<file path="src/sv/assert_macros.svh">
// Assertion macros used by the RTL of the symmetric FIR filter unit.
// No dependencies; included by files that carry concurrent assertions.
`ifndef ASSERT_MACROS_SVH
`define ASSERT_MACROS_SVH

`ifndef SYNTHESIS

// Check an implication property on every rising clock edge outside reset.
`define SFIR_ASSERT(lbl, clk, rstn, prop, msg) \
  lbl: assert property (@(posedge clk) disable iff (!rstn) (prop)) else $error(msg);

// Check that an expression never becomes true outside reset.
`define SFIR_NEVER(lbl, clk, rstn, expr, msg) \
  lbl: assert property (@(posedge clk) disable iff (!rstn) !(expr)) else $error(msg);

`else

`define SFIR_ASSERT(lbl, clk, rstn, prop, msg)
`define SFIR_NEVER(lbl, clk, rstn, expr, msg)

`endif

`endif

</file>
<file path="src/sv/sfir_pkg.sv">
// Shared constants, types and codes of the symmetric FIR filter unit.
// No dependencies; imported by every module of the block.
package sfir_pkg;

  // Field widths
  localparam int SAMPLE_W       = 16;
  localparam int COEF_W         = 16;
  localparam int TAPS_W         = 7;
  localparam int COEF_FRAC_BITS = 15;

  // Delay line and coefficient store geometry
  localparam int MAX_TAPS   = 64;
  localparam int TAP_AW     = $clog2(MAX_TAPS);
  localparam int CNT_W      = $clog2(MAX_TAPS + 1);
  localparam int HALF_DEPTH = (MAX_TAPS + 1) / 2;
  localparam int CIDX_W     = 5;
  localparam int STEP_W     = $clog2(HALF_DEPTH);
  localparam int NSTEP_W    = $clog2(HALF_DEPTH + 1);
  localparam int TAPS_RESET = 64;

  // Digit-serial multiply geometry
  localparam int SUM_W   = SAMPLE_W + 1;
  localparam int DIGIT_W = 4;
  localparam int DIGITS  = (SUM_W + DIGIT_W - 1) / DIGIT_W;
  localparam int SREG_W  = DIGITS * DIGIT_W;
  localparam int K_W     = $clog2(DIGITS);
  localparam int SH_W    = $clog2(SREG_W);
  localparam int PP_W    = COEF_W + DIGIT_W + 1;
  localparam int ACC_W   = COEF_W + SUM_W + $clog2(HALF_DEPTH) + 1;
  localparam int Y_W     = ACC_W - COEF_FRAC_BITS;
  localparam int OUT_MAX = 2 ** (SAMPLE_W - 1) - 1;

  // Input word commands
  localparam logic CMD_FILTER = 1'b0;
  localparam logic CMD_LOAD   = 1'b1;

  // Read request for one step of the tap walk
  typedef struct packed {
    logic                en;
    logic [STEP_W-1:0]   step;
    logic [TAPS_W-1:0]   taps;
    logic                mid;
  } rd_req_t;

  // Operands of one step, as read from the stores
  typedef struct packed {
    logic signed [SAMPLE_W-1:0] xa;
    logic signed [SAMPLE_W-1:0] xb;
    logic signed [COEF_W-1:0]   coef;
  } tap_data_t;

  // Controls of the multiply-accumulate unit
  typedef struct packed {
    logic           clr;
    logic           load;
    logic           step;
    logic [K_W-1:0] k;
  } mac_ctl_t;

endpackage

</file>
<file path="src/sv/sfir_store.sv">
// Delay line memory (circular, two registered read ports) and coefficient file.
// Depends on sfir_pkg.
module sfir_store import sfir_pkg::*; (
  input  logic                       clk_i,
  input  logic                       rst_ni,
  input  logic                       wr_sample_i,
  input  logic signed [SAMPLE_W-1:0] sample_i,
  input  logic                       coef_we_i,
  input  logic [CIDX_W-1:0]          coef_index_i,
  input  logic signed [COEF_W-1:0]   coef_value_i,
  input  rd_req_t                    rd_req_i,
  output tap_data_t                  data_o
);

  logic signed [SAMPLE_W-1:0] line_mem [MAX_TAPS];
  logic signed [COEF_W-1:0]   coef_q [HALF_DEPTH];

  logic [TAP_AW-1:0] head_q, head_d;
  logic [CNT_W-1:0]  fill_q, fill_d;

  logic [CNT_W-1:0]  age_a, age_b;
  logic [TAP_AW-1:0] addr_a, addr_b;
  logic              ok_a, ok_b;

  logic signed [SAMPLE_W-1:0] rd_a_q, rd_b_q;
  logic signed [COEF_W-1:0]   rd_coef_q;
  logic                       ok_a_q, ok_b_q;

  // Advance the head and the fill count on each new sample
  always_comb begin
    head_d = head_q;
    fill_d = fill_q;
    if (wr_sample_i) begin
      head_d = head_q + TAP_AW'(1);
      if (fill_q != CNT_W'(MAX_TAPS)) begin
        fill_d = fill_q + CNT_W'(1);
      end
    end
  end

  always_ff @(posedge clk_i or negedge rst_ni) begin
    if (!rst_ni) begin
      head_q <= '0;
      fill_q <= '0;
    end else begin
      head_q <= head_d;
      fill_q <= fill_d;
    end
  end

  // Write the newest sample one slot past the old head
  always_ff @(posedge clk_i) begin
    if (wr_sample_i) begin
      line_mem[head_d] <= sample_i;
    end
  end

  // Coefficient file, cleared by reset
  always_ff @(posedge clk_i or negedge rst_ni) begin
    if (!rst_ni) begin
      for (int n = 0; n < HALF_DEPTH; n++) begin
        coef_q[n] <= '0;
      end
    end else if (coef_we_i && (32'(coef_index_i) < HALF_DEPTH)) begin
      coef_q[coef_index_i[STEP_W-1:0]] <= coef_value_i;
    end
  end

  // Map the step to the ages of its mirrored pair; a slot never written reads as zero
  always_comb begin
    age_a  = CNT_W'(rd_req_i.step);
    age_b  = CNT_W'(rd_req_i.taps) - CNT_W'(1) - CNT_W'(rd_req_i.step);
    addr_a = head_q - age_a[TAP_AW-1:0];
    addr_b = head_q - age_b[TAP_AW-1:0];
    ok_a   = age_a < fill_q;
    ok_b   = (age_b < fill_q) && !rd_req_i.mid;
  end

  // Registered reads
  always_ff @(posedge clk_i) begin
    if (rd_req_i.en) begin
      rd_a_q    <= line_mem[addr_a];
      rd_b_q    <= line_mem[addr_b];
      rd_coef_q <= coef_q[rd_req_i.step];
      ok_a_q    <= ok_a;
      ok_b_q    <= ok_b;
    end
  end

  assign data_o.xa   = ok_a_q ? rd_a_q : '0;
  assign data_o.xb   = ok_b_q ? rd_b_q : '0;
  assign data_o.coef = rd_coef_q;

endmodule

</file>
<file path="src/sv/sfir_mac.sv">
// Digit-serial pre-add multiply-accumulate with floor and saturation.
// Depends on sfir_pkg.
module sfir_mac import sfir_pkg::*; (
  input  logic                       clk_i,
  input  logic                       rst_ni,
  input  mac_ctl_t                   ctl_i,
  input  tap_data_t                  data_i,
  output logic signed [SAMPLE_W-1:0] y_o,
  output logic                       sat_o
);

  localparam logic signed [Y_W-1:0] YMAX = Y_W'(OUT_MAX);
  localparam logic signed [Y_W-1:0] YMIN = Y_W'(-OUT_MAX - 1);

  logic signed [SREG_W-1:0] sum_q, sum_d;
  logic signed [COEF_W-1:0] coef_q;
  logic signed [ACC_W-1:0]  acc_q, acc_d;

  logic signed [DIGIT_W:0]  dig_s;
  logic signed [PP_W-1:0]   pp;
  logic signed [ACC_W-1:0]  pp_ext;
  logic [SH_W-1:0]          shamt;
  logic signed [Y_W-1:0]    y_full;

  // Low digits are unsigned, the top digit carries the sign
  always_comb begin
    if (ctl_i.k == K_W'(DIGITS - 1)) begin
      dig_s = {sum_q[DIGIT_W-1], sum_q[DIGIT_W-1:0]};
    end else begin
      dig_s = {1'b0, sum_q[DIGIT_W-1:0]};
    end
    pp     = coef_q * dig_s;
    pp_ext = ACC_W'(pp);
    shamt  = SH_W'(32'(ctl_i.k) * DIGIT_W);
  end

  // Pre-add the mirrored pair, then drop one digit per step
  always_comb begin
    sum_d = sum_q;
    acc_d = acc_q;
    if (ctl_i.load) begin
      sum_d = SREG_W'(data_i.xa) + SREG_W'(data_i.xb);
    end else if (ctl_i.step) begin
      sum_d = sum_q >>> DIGIT_W;
      acc_d = acc_q + (pp_ext <<< shamt);
    end
    if (ctl_i.clr) begin
      acc_d = '0;
    end
  end

  always_ff @(posedge clk_i) begin
    sum_q <= sum_d;
    if (ctl_i.load) begin
      coef_q <= data_i.coef;
    end
  end

  always_ff @(posedge clk_i or negedge rst_ni) begin
    if (!rst_ni) begin
      acc_q <= '0;
    end else begin
      acc_q <= acc_d;
    end
  end

  // Floor by the coefficient scale and clip to the sample range
  always_comb begin
    y_full = Y_W'(acc_q >>> COEF_FRAC_BITS);
    if (y_full > YMAX) begin
      y_o   = SAMPLE_W'(YMAX);
      sat_o = 1'b1;
    end else if (y_full < YMIN) begin
      y_o   = SAMPLE_W'(YMIN);
      sat_o = 1'b1;
    end else begin
      y_o   = y_full[SAMPLE_W-1:0];
      sat_o = 1'b0;
    end
  end

endmodule

</file>
<file path="src/sv/symmetric_fir_filter_unit.sv">
// Symmetric linear-phase FIR filter: one filter word (cmd 0) gives one output word,
// a load word (cmd 1) writes one half-coefficient. A filter word walks ceil(T/2)
// steps, T being the active tap count clamped to 2..64; each step reads a mirrored
// sample pair and its coefficient, pre-adds the pair and multiplies the sum four bits
// at a time over five digits. The next word is taken once the current one sits in
// the output register.
// Depends on sfir_pkg, sfir_store, sfir_mac and assert_macros.svh.
`include "assert_macros.svh"

module symmetric_fir_filter_unit import sfir_pkg::*; (
  input  logic                       clk_i,
  input  logic                       rst_ni,
  // Input words
  input  logic                       in_valid_i,
  output logic                       in_ready_o,
  input  logic                       cmd_i,
  input  logic signed [SAMPLE_W-1:0] sample_in_i,
  input  logic [CIDX_W-1:0]          coef_index_i,
  input  logic signed [COEF_W-1:0]   coef_value_i,
  // Result words
  output logic                       out_valid_o,
  input  logic                       out_ready_i,
  output logic signed [SAMPLE_W-1:0] filtered_sample_o,
  output logic                       saturated_o,
  // Tap count register
  input  logic                       cfg_valid_i,
  output logic                       cfg_ready_o,
  input  logic [TAPS_W-1:0]          cfg_data_i
);

  localparam logic [2:0] S_IDLE = 3'd0;
  localparam logic [2:0] S_READ = 3'd1;
  localparam logic [2:0] S_LOAD = 3'd2;
  localparam logic [2:0] S_MUL  = 3'd3;
  localparam logic [2:0] S_DONE = 3'd4;

  logic [2:0]          state_q, state_d;
  logic [TAPS_W-1:0]   taps_q;
  logic [TAPS_W-1:0]   t_q, t_d;
  logic [STEP_W-1:0]   i_q, i_d;
  logic [K_W-1:0]      k_q, k_d;
  logic [NSTEP_W-1:0]  nsteps;
  logic                last_step;
  logic                in_fire, filt_fire, load_fire, out_take;

  logic                       out_valid_q;
  logic signed [SAMPLE_W-1:0] out_sample_q;
  logic                       out_sat_q;

  rd_req_t                    rd_req;
  tap_data_t                  tap_data;
  mac_ctl_t                   mac_ctl;
  logic signed [SAMPLE_W-1:0] mac_y;
  logic                       mac_sat;

  assign in_ready_o  = (state_q == S_IDLE);
  assign in_fire     = in_valid_i && in_ready_o;
  assign filt_fire   = in_fire && (cmd_i == CMD_FILTER);
  assign load_fire   = in_fire && (cmd_i == CMD_LOAD);
  assign cfg_ready_o = 1'b1;

  // Hold the tap count register
  always_ff @(posedge clk_i or negedge rst_ni) begin
    if (!rst_ni) begin
      taps_q <= TAPS_W'(TAPS_RESET);
    end else if (cfg_valid_i && cfg_ready_o) begin
      taps_q <= cfg_data_i;
    end
  end

  // Step count is ceil(T/2); the odd middle tap is the last step
  assign nsteps    = NSTEP_W'(t_q[TAPS_W-1:1]) + NSTEP_W'(t_q[0]);
  assign last_step = (NSTEP_W'(i_q) + NSTEP_W'(1)) == nsteps;

  // Sequence the tap walk
  always_comb begin
    state_d = state_q;
    t_d     = t_q;
    i_d     = i_q;
    k_d     = k_q;
    out_take = 1'b0;
    rd_req.en   = 1'b0;
    rd_req.step = '0;
    rd_req.taps = t_q;
    mac_ctl.clr  = 1'b0;
    mac_ctl.load = 1'b0;
    mac_ctl.step = 1'b0;
    mac_ctl.k    = k_q;
    unique case (state_q)
      S_IDLE: begin
        if (filt_fire) begin
          if (taps_q < TAPS_W'(2)) begin
            t_d = TAPS_W'(2);
          end else if (taps_q > TAPS_W'(MAX_TAPS)) begin
            t_d = TAPS_W'(MAX_TAPS);
          end else begin
            t_d = taps_q;
          end
          i_d         = '0;
          mac_ctl.clr = 1'b1;
          state_d     = S_READ;
        end
      end
      S_READ: begin
        rd_req.en   = 1'b1;
        rd_req.step = '0;
        state_d     = S_LOAD;
      end
      S_LOAD: begin
        mac_ctl.load = 1'b1;
        rd_req.en    = !last_step;
        rd_req.step  = i_q + STEP_W'(1);
        k_d          = '0;
        state_d      = S_MUL;
      end
      S_MUL: begin
        mac_ctl.step = 1'b1;
        k_d          = k_q + K_W'(1);
        if (k_q == K_W'(DIGITS - 1)) begin
          if (last_step) begin
            state_d = S_DONE;
          end else begin
            i_d     = i_q + STEP_W'(1);
            state_d = S_LOAD;
          end
        end
      end
      S_DONE: begin
        if (!out_valid_q || out_ready_i) begin
          out_take = 1'b1;
          state_d  = S_IDLE;
        end
      end
      default: begin
        state_d = S_IDLE;
      end
    endcase
    rd_req.mid = t_q[0] && (NSTEP_W'(rd_req.step) == NSTEP_W'(t_q[TAPS_W-1:1]));
  end

  always_ff @(posedge clk_i or negedge rst_ni) begin
    if (!rst_ni) begin
      state_q <= S_IDLE;
      t_q     <= TAPS_W'(TAPS_RESET);
      i_q     <= '0;
      k_q     <= '0;
    end else begin
      state_q <= state_d;
      t_q     <= t_d;
      i_q     <= i_d;
      k_q     <= k_d;
    end
  end

  // Output register: hold a word until it is taken
  always_ff @(posedge clk_i or negedge rst_ni) begin
    if (!rst_ni) begin
      out_valid_q <= 1'b0;
    end else if (out_take) begin
      out_valid_q <= 1'b1;
    end else if (out_ready_i) begin
      out_valid_q <= 1'b0;
    end
  end

  always_ff @(posedge clk_i) begin
    if (out_take) begin
      out_sample_q <= mac_y;
      out_sat_q    <= mac_sat;
    end
  end

  assign out_valid_o       = out_valid_q;
  assign filtered_sample_o = out_sample_q;
  assign saturated_o       = out_sat_q;

  sfir_store u_store (
    .clk_i        (clk_i),
    .rst_ni       (rst_ni),
    .wr_sample_i  (filt_fire),
    .sample_i     (sample_in_i),
    .coef_we_i    (load_fire),
    .coef_index_i (coef_index_i),
    .coef_value_i (coef_value_i),
    .rd_req_i     (rd_req),
    .data_o       (tap_data)
  );

  sfir_mac u_mac (
    .clk_i  (clk_i),
    .rst_ni (rst_ni),
    .ctl_i  (mac_ctl),
    .data_i (tap_data),
    .y_o    (mac_y),
    .sat_o  (mac_sat)
  );

  // Checks on the sequencer
  `SFIR_ASSERT(a_filt_starts_walk, clk_i, rst_ni, filt_fire |=> (state_q == S_READ), "filter word did not start the tap walk")
  `SFIR_NEVER(a_step_in_range, clk_i, rst_ni, (state_q == S_MUL) && (NSTEP_W'(i_q) >= nsteps), "step index ran past the last step")
  `SFIR_ASSERT(a_done_holds, clk_i, rst_ni, ((state_q == S_DONE) && out_valid_q && !out_ready_i) |=> (state_q == S_DONE), "finished word dropped while output register full")
  `SFIR_ASSERT(a_take_sets_valid, clk_i, rst_ni, out_take |=> out_valid_q, "result not presented after finish")

endmodule

</file>
<file path="config.mk">
export PLATFORM = sky130hd
export DESIGN_NAME = symmetric_fir_filter_unit
export DESIGN_NICKNAME = d
export VERILOG_FILES = /design/src/sv/sfir_pkg.sv /design/src/sv/sfir_store.sv /design/src/sv/sfir_mac.sv /design/src/sv/symmetric_fir_filter_unit.sv
export VERILOG_INCLUDE_DIRS = /design/src /design/src/sv
export SDC_FILE = /design/constraint.sdc
export NUM_CORES = 2
export LEC_CHECK = 0
export ABC_AREA = 0
export BUFFER_PORTS_ARGS = -buffer_cell sky130_fd_sc_hd__buf_2
export CAP_MARGIN = 20
export CORE_ASPECT_RATIO = 0.75
export CORE_MARGIN = 1.5
export CORE_UTILIZATION = 62
export CTS_CLUSTER_DIAMETER = 80
export DETAILED_ROUTE_END_ITERATION = 16
export PLACE_DENSITY = 0.78
export SLEW_MARGIN = 20
export SYNTH_ARGS = -nofsm -noshare
export SYNTH_HDL_FRONTEND = slang
export SYNTH_SLANG_ARGS = --single-unit
</file>
<file path="constraint.sdc">
create_clock -name clk_i -period 12.6 [get_ports clk_i]
set_clock_uncertainty 0.05 [all_clocks]
set_input_delay 0 -clock clk_i [delete_from_list [all_inputs] [get_ports clk_i]]
set_output_delay 0 -clock clk_i [all_outputs]
set_load 0.03 [all_outputs]
</file>
# Yosys cells after proc, flatten, opt, wreduce, memory -nomap -nowiden

Memories as Yosys holds them, arrays and structs flattened. A register that Yosys moved wholly into a read port is not among the register bits.
Cells that the tools add are included.

Register bits after elaboration: 661
Latch bits: 0
Bits in writable memories: 1024
Memory bits (read-only): 0
Input bits: 50
Output and inout bits: 20
Logic and storage cells: 149
Memories kept: 1

Add/subtract/negate cells: 12
Multiply operators: 1
Div/mod/pow operators: 0
$lt $le $gt $ge: 9
Equal/unequal tests: 13
Shift-type cells: 1
Muxes and demuxes: 39
Bitwise logic cells: 3
Reduce and logical (&&, ||, !) cells: 21

Memories:

| memory           | depth | width | read ports | clocked after memory_dff | write ports | RTL line         | RTL |
|---|---|---|---|---|---|---|---|
| u_store.line_mem | 64    | 16    | 2          | 2                        | 1           | sfir_store.sv:15 | `logic signed [SAMPLE_W-1:0] line_mem [MAX_TAPS];` |

Operator list:

| kind                                                                           | count |
|---|---|
| 512-bit bitwise mux                                                            | 1 |
| 39-bit 2-to-1 mux                                                              | 3 |
| 16-bit 2-to-1 mux                                                              | 6 |
| 16-bit binary-select mux with 5-bit select                                     | 1 |
| 16-bit demux with 5-bit select                                                 | 1 |
| 39-bit adder                                                                   | 1 |
| 21-bit by 5-bit <<< shifter with 39-bit output                                 | 1 |
| 24-bit by 16-bit > comparator with 1-bit output, second input constant         | 1 |
| 24-bit by 16-bit less-than comparator with 1-bit output, second input constant | 1 |
| 16-bit by 5-bit multiplier with 21-bit output                                  | 1 |
| 20-bit 2-to-1 mux                                                              | 1 |
| 5-bit 2-to-1 mux                                                               | 4 |
| 19-bit 2-to-1 mux                                                              | 1 |
| 16-bit by 16-bit adder with 17-bit output                                      | 1 |
| 3-bit case mux with 5 select lines                                             | 1 |
| 7-bit 2-to-1 mux                                                               | 2 |
| 6-bit greater-or-equal comparator, second input constant                       | 2 |
| 3-bit 2-to-1 mux                                                               | 4 |
| 5-bit NOT with 6-bit output                                                    | 2 |
| 6-bit case mux with 2 select lines                                             | 1 |
| 1-bit 2-to-1 mux                                                               | 10 |
| 5-bit case mux with 2 select lines                                             | 1 |
| 2-bit nonzero test                                                             | 5 |
| 7-bit by 1-bit adder with 7-bit output, second input constant                  | 1 |
| 32 further kinds                                                               | 46 |

# Depth between registers and ports, before layout

Depth after elaboration: 8
Mapped depth: 35
Gate-level depth less buffers: 31

# Modules after synthesis

A second synthesis with hierarchy kept.

Cell total of the unflattened synthesis: 5177
Area total of the unflattened synthesis: 84912.7 um^2

By module, submodules not included:

| module                    | times used | cells an instance | area an instance (um^2) | seq. area each (um^2) |
|---|---|---|---|---|
| sfir_store                | 1          | 3898              | 73624.4                 | 45388.5 |
| sfir_mac                  | 1          | 1096              | 9230.1                  | 1996.9 |
| symmetric_fir_filter_unit | 1          | 183               | 2058.2                  | 1163.6 |

# Worst setup path after synthesis

No wires, ideal clock.

Kind: reg-to-reg
From: register k_q[0]
To: register u_mac.acc_q[38]
Library setup time: 0.133 ns
Arrival: 7.394 ns
Data required time: 12.417 ns
Slack: 5.023 ns
Cell stages (with the launch flop): 36
Path buffers: 4
Clock period less this slack: 7.577 ns
Cell sequence: dfrtp_1 -> clkbuf_1 -> clkinv_1 -> clkbuf_1 -> ha_1 -> nand3_1 -> clkbuf_1 -> nor2_1 -> fa_1 -> inv_1 -> fa_1 -> fa_1 -> inv_1 -> ha_1 -> and3_1 -> and3_1 -> nand3_1 -> a21oi_1 -> o311ai_1 -> nand3_1 -> nor2_1 -> nor2_1 -> o21ai_0 -> nand2_1 -> ha_1 -> clkbuf_1 -> nand4_1 -> nor4_1 -> or3b_1 -> o21ai_1 -> a41oi_1 -> nand3_1 -> a41oi_1 -> xnor2_1 -> o211ai_1 -> o31ai_1

Cells in the longest elaborated chain, start to end: 8

Ends and longest elaborated chain:

| item                                             | RTL line                         | RTL |
|---|---|---|
| start, declared                                  | symmetric_fir_filter_unit.sv:41  | `logic [K_W-1:0] k_q, k_d;` |
| start signal, assigned                           | symmetric_fir_filter_unit.sv:151 | `k_q <= k_d;` |
| 3-bit == test                                    | sfir_mac.sv:27                   | `if (ctl_i.k == K_W'(DIGITS - 1)) begin` |
| 5-bit 2-to-1 mux                                 | sfir_mac.sv:27                   |  |
| 16-bit by 5-bit multiplier with 21-bit output    | sfir_mac.sv:32                   | `pp = coef_q * dig_s;` |
| 21-bit by 5-bit <<< shifter with 39-bit output * | sfir_mac.sv:45                   | `acc_d = acc_q + (pp_ext <<< shamt);` |
| 39-bit adder *                                   | sfir_mac.sv:45                   |  |
| 39-bit 2-to-1 mux *                              | sfir_mac.sv:43                   | `end else if (ctl_i.step) begin` |
| 39-bit 2-to-1 mux *                              | sfir_mac.sv:41                   | `if (ctl_i.load) begin` |
| 39-bit 2-to-1 mux *                              | sfir_mac.sv:47                   | `if (ctl_i.clr) begin` |
| end signal, assigned                             | sfir_mac.sv:61                   | `acc_q <= '0;` |
| end signal, assigned                             | sfir_mac.sv:63                   | `acc_q <= acc_d;` |
| end, declared                                    | sfir_mac.sv:17                   | `logic signed [ACC_W-1:0] acc_q, acc_d;` |

Every way passes the cells marked *; elsewhere a longest branch is shown, timed or not. The select of a mux whose other input is x is not followed.
A chain may end at the register's enable or synchronous reset.

# Worst setup path in the final report

Same ends and word-level chain as after synthesis.

==> impl_metrics.json <==
{
  "grt_pass1_vias": 51524,
  "synth_async_sr_flop_share_pct": 34.40,
  "syn_nets": 5496,
  "drtIter0Drc": 6680,
  "yosysSeqAreaShare_pct": 57.29,
  "hp-start": "out_ready_i",
  "netlist_top_cells_count": "1125 x edfxtp_1, 689 x mux4_2, 588 x dfrtp_1, 541 x mux2_2, 257 x clkbuf_1",
  "cts-resized-gates": 0,
  "clkPwrFrac_pct": 19.7,
  "setup_slack_ns": 3.054,
  "max_slew.worst_pin.slew_ns": 1.209,
  "cp.arrival_ns": 10.12,
  "seqPwrFrac_pct": 25.8,
  "grt_use_total_pct": 33.49,
  "hold_end": "out_valid_o",
  "dpl_worst_slack_ns": 3.155,
  "worstSetupPathType": "register to register",
  "max_cap_viol_count": 0,
  "intPower_mw": 15.29,
  "place_hpwl_microns": 137700,
  "fin_crit_sh_pct": 75.76,
  "synth_area_sq_um": 84750,
  "vias": 51687,
  "die_w_microns": 429.9,
  "io_buffers": 68,
  "status": "finished, final reports clean",
  "critPathTopFamily": "adder cells",
  "htreeDepth": 4,
  "rsz0062_at_grt": "no",
  "clock_sinks": 1715,
  "slew_violations": 0,
  "syn_area_per_cell_sq_um": 16.10,
  "yosysUniqueCellTypes": 77,
  "reg2reg_slack_ns": 3.05,
  "initial_core_util_pct": 62.45,
  "crit_buf_inv": 4,
  "area_growth_pct": 10.53,
  "cpPeakStageDelay_ns": 0.96,
  "layout-drive-gt1-share_pct": 33.22,
  "root_buffer": "clkbuf_16",
  "p_sw_share_pct": 40.88,
  "critPathCaptureType": "register",
  "cts_tree": "yes",
  "dr.pass1.iters": 5,
  "peakVddDrop_mv": 0.3374,
  "synth_top_cell_area_share_pct": 39.86,
  "power.density_nw_per_um2": 276.1,
  "yosys_warnings": 0,
  "critPathMaxFanout": 30,
  "cp_slowest_cell": "dfrtp_1",
  "fmaxAchievable_mhz": 104.8,
  "cts_made_buffers": 164,
  "setup_viol_count_final": 0,
  "path_common_cell": "fa_1",
  "dieArea_sq_um": 138900,
  "reg2reg_from": "k_q[0]",
  "top_level_ports": 70,
  "clk_pin_slew_ns": 0.07,
  "p_leak_nw": 35.39,
  "vias_per_cell": 7.107,
  "ant_nets": 0,
  "fin_tns_setup_ns": 0,
  "synth_area_leaders": "edfxtp_1 40%, mux4_2 18%, dfrtp_1 17%",
  "synth_seq_cells": 1715,
  "synth_top_area_cell": "edfxtp_1",
  "clk_latency_ns": 0.84,
  "comb_power_share_pct": 54.5,
  "antenna_found_initial": 16,
  "cts_hold_buf": 68,
  "post_drt_wl_per_cell_microns": 31.49,
  "fp.dieH_microns": 323.2,
  "max_slew_margin_pct": 18.55,
  "period_needed_ns": 9.546,
  "hold-path-cell-count": 4,
  "ys.flop_type": "edfxtp_1",
  "r2r-end": "u_mac.acc_q[38]",
  "worst_ep_required_time_ns": 13.17,
  "core.rowCount": 117,
  "wirelength_microns": 229000,
  "synth_edf_count": 1125,
  "synth_cells": 5265,
  "final_net_count": 5573,
  "core_region_area_sq_um": 135700,
  "report.final.hold_viol_count": 0,
  "drc": 0,
  "cts_buffer_depth": 3,
  "overflow": 0,
  "hold_class": "input pin to register",
  "worst-r2r-cell-count": 31,
  "grt_max_degree": 187,
  "start_kind": "register",
  "num-fill-cells": 8585,
  "grt_pass1_wl_microns": 341400,
  "postCtsSetupRepairBufs": 0,
  "power_switching_mw": 10.57,
  "gp_congestion": 0.9212,
  "post-synth-top-count-cell": "edfxtp_1"
}
state kept, by name (all words and copies together), names as in the netlist:
signal             cells
filtered_sample_o     16
i_q                    5
k_q                    3
out_valid_o            1
saturated_o            1
state_q                3
t_q                    7
taps_q                 7
u_mac.acc_q           39
u_mac.coef_q          16
u_mac.sum_q           18
u_store.coef_q       512
u_store.fill_q         7
u_store.head_q         6
u_store.line_mem    1024
u_store.ok_a_q         1
u_store.ok_b_q         1
u_store.rd_a_q        16
u_store.rd_b_q        16
u_store.rd_coef_q     16
how the worst max path moves through the flow:
stage | depth (start not counted) | start | end | slack, ns
2_1_floorplan | 35 | k_q[0] | u_mac.acc_q[38] | 5.02
3_3_place_gp | 31 | k_q[0] | u_mac.acc_q[38] | 3.47
3_5_place_dp | 31 | k_q[0] | u_mac.acc_q[38] | 3.15
4_1_cts | 31 | k_q[0] | u_mac.acc_q[38] | 3.14
5_1_grt | 31 | k_q[0] | u_mac.acc_q[38] | 2.19
6_report | 31 | k_q[0] | u_mac.acc_q[38] | 3.05
kinds of logic after synthesis:
kind of cell             share of synthesized area (%)
AND/OR/NAND/NOR                                  4.126
AO/OA/AOI/OAI                                    5.014
adder cells (fa/ha/maj)                          3.159
flip-flops                                       57.29
buffers and inverters                            2.530
other                                         0.004425
XOR/XNOR                                         1.103
multiplexers                                     26.78
final cells by class:
class                           instances  area (sq um)  share of cell area (%)
Tap cell                             1785          2233                   2.384
Clock buffer                          202          4420                   4.719
Antenna cell                            3         7.507                0.008014
Timing Repair Buffer                  288          2362                   2.522
Multi-Input combinational cell       3017         34410                   36.74
Sequential cell                      1715         48550                   51.83
Clock inverter                        107          1099                   1.173
Inverter                              156         586.8                  0.6264
power groups by stage:
stage / clock network (mW) / logic, mW / registers [mW]
final: 5.10 / 14.1 / 6.68
after CTS: 5.14 / 13.9 / 6.67
after floorplan: 0 / 9.96 / 6.61
after detailed placement: 0 / 13.8 / 6.78
after global routing: 5.36 / 15.0 / 6.70
after global placement: 0 / 13.6 / 6.77
metrics by stage:
| step | util, % | total power, mW | instance area (sq um) | hold WS (ns) | instances |
|---|---|---|---|---|---|
| after floorplan | - | 16.57 | 84750 | -0.3456 | 5265 |
| after global routing | 69.02 | 27.07 | 93670 | 0.08109 | 7271 |
| after global placement | 64.34 | 20.34 | 87310 | -0.06330 | 6888 |
| after detailed placement | 64.35 | 20.54 | 87330 | -0.06254 | 6889 |
| after CTS | 68.93 | 25.71 | 93540 | 0.01216 | 7266 |
| final | 69.03 | 25.87 | 93670 | 0.04612 | 7273 |
metal layers:
| layer | routed length (microns) | part of all wire [%] | track usage (%) | vias to the layer above |
|---|---|---|---|---|
| li1 | - | - | - | 20933 |
| met1 | 89730 | 39 | 48.41 | 26919 |
| met2 | 102700 | 45 | 49.33 | 3370 |
| met3 | 29660 | 13 | 10.44 | 447 |
| met4 | 6790 | 3.0 | 10.35 | 18 |
| met5 | 121 | 0.053 | 0 | - |
placed cells by master, fill, tap and decap left out, types with 97 or more instances in the layout:
cell / instances
nor2_1: 140
nand2_1: 207
edfxtp_1: 1125
dfrtp_1: 587
ha_1: 123
clkbuf_16: 167
mux4_2: 689
mux2_2: 541
o21ai_0: 176
inv_1: 146
buf_4: 155
mux2i_1: 97
a21oi_1: 150
and2_1: 107
worst register-to-register path: cells and delay by family, from the launching register on:
kind	cells	cell delay (ns)
buf+inv	4	1.01
mux	1	0.14
flops	1	0.96
simple gates	6	1.70
fa+ha+maj	6	2.82
compound gates	12	2.27
xor+xnor	2	0.44
Note: power is estimated with default switching activity, not from simulation.
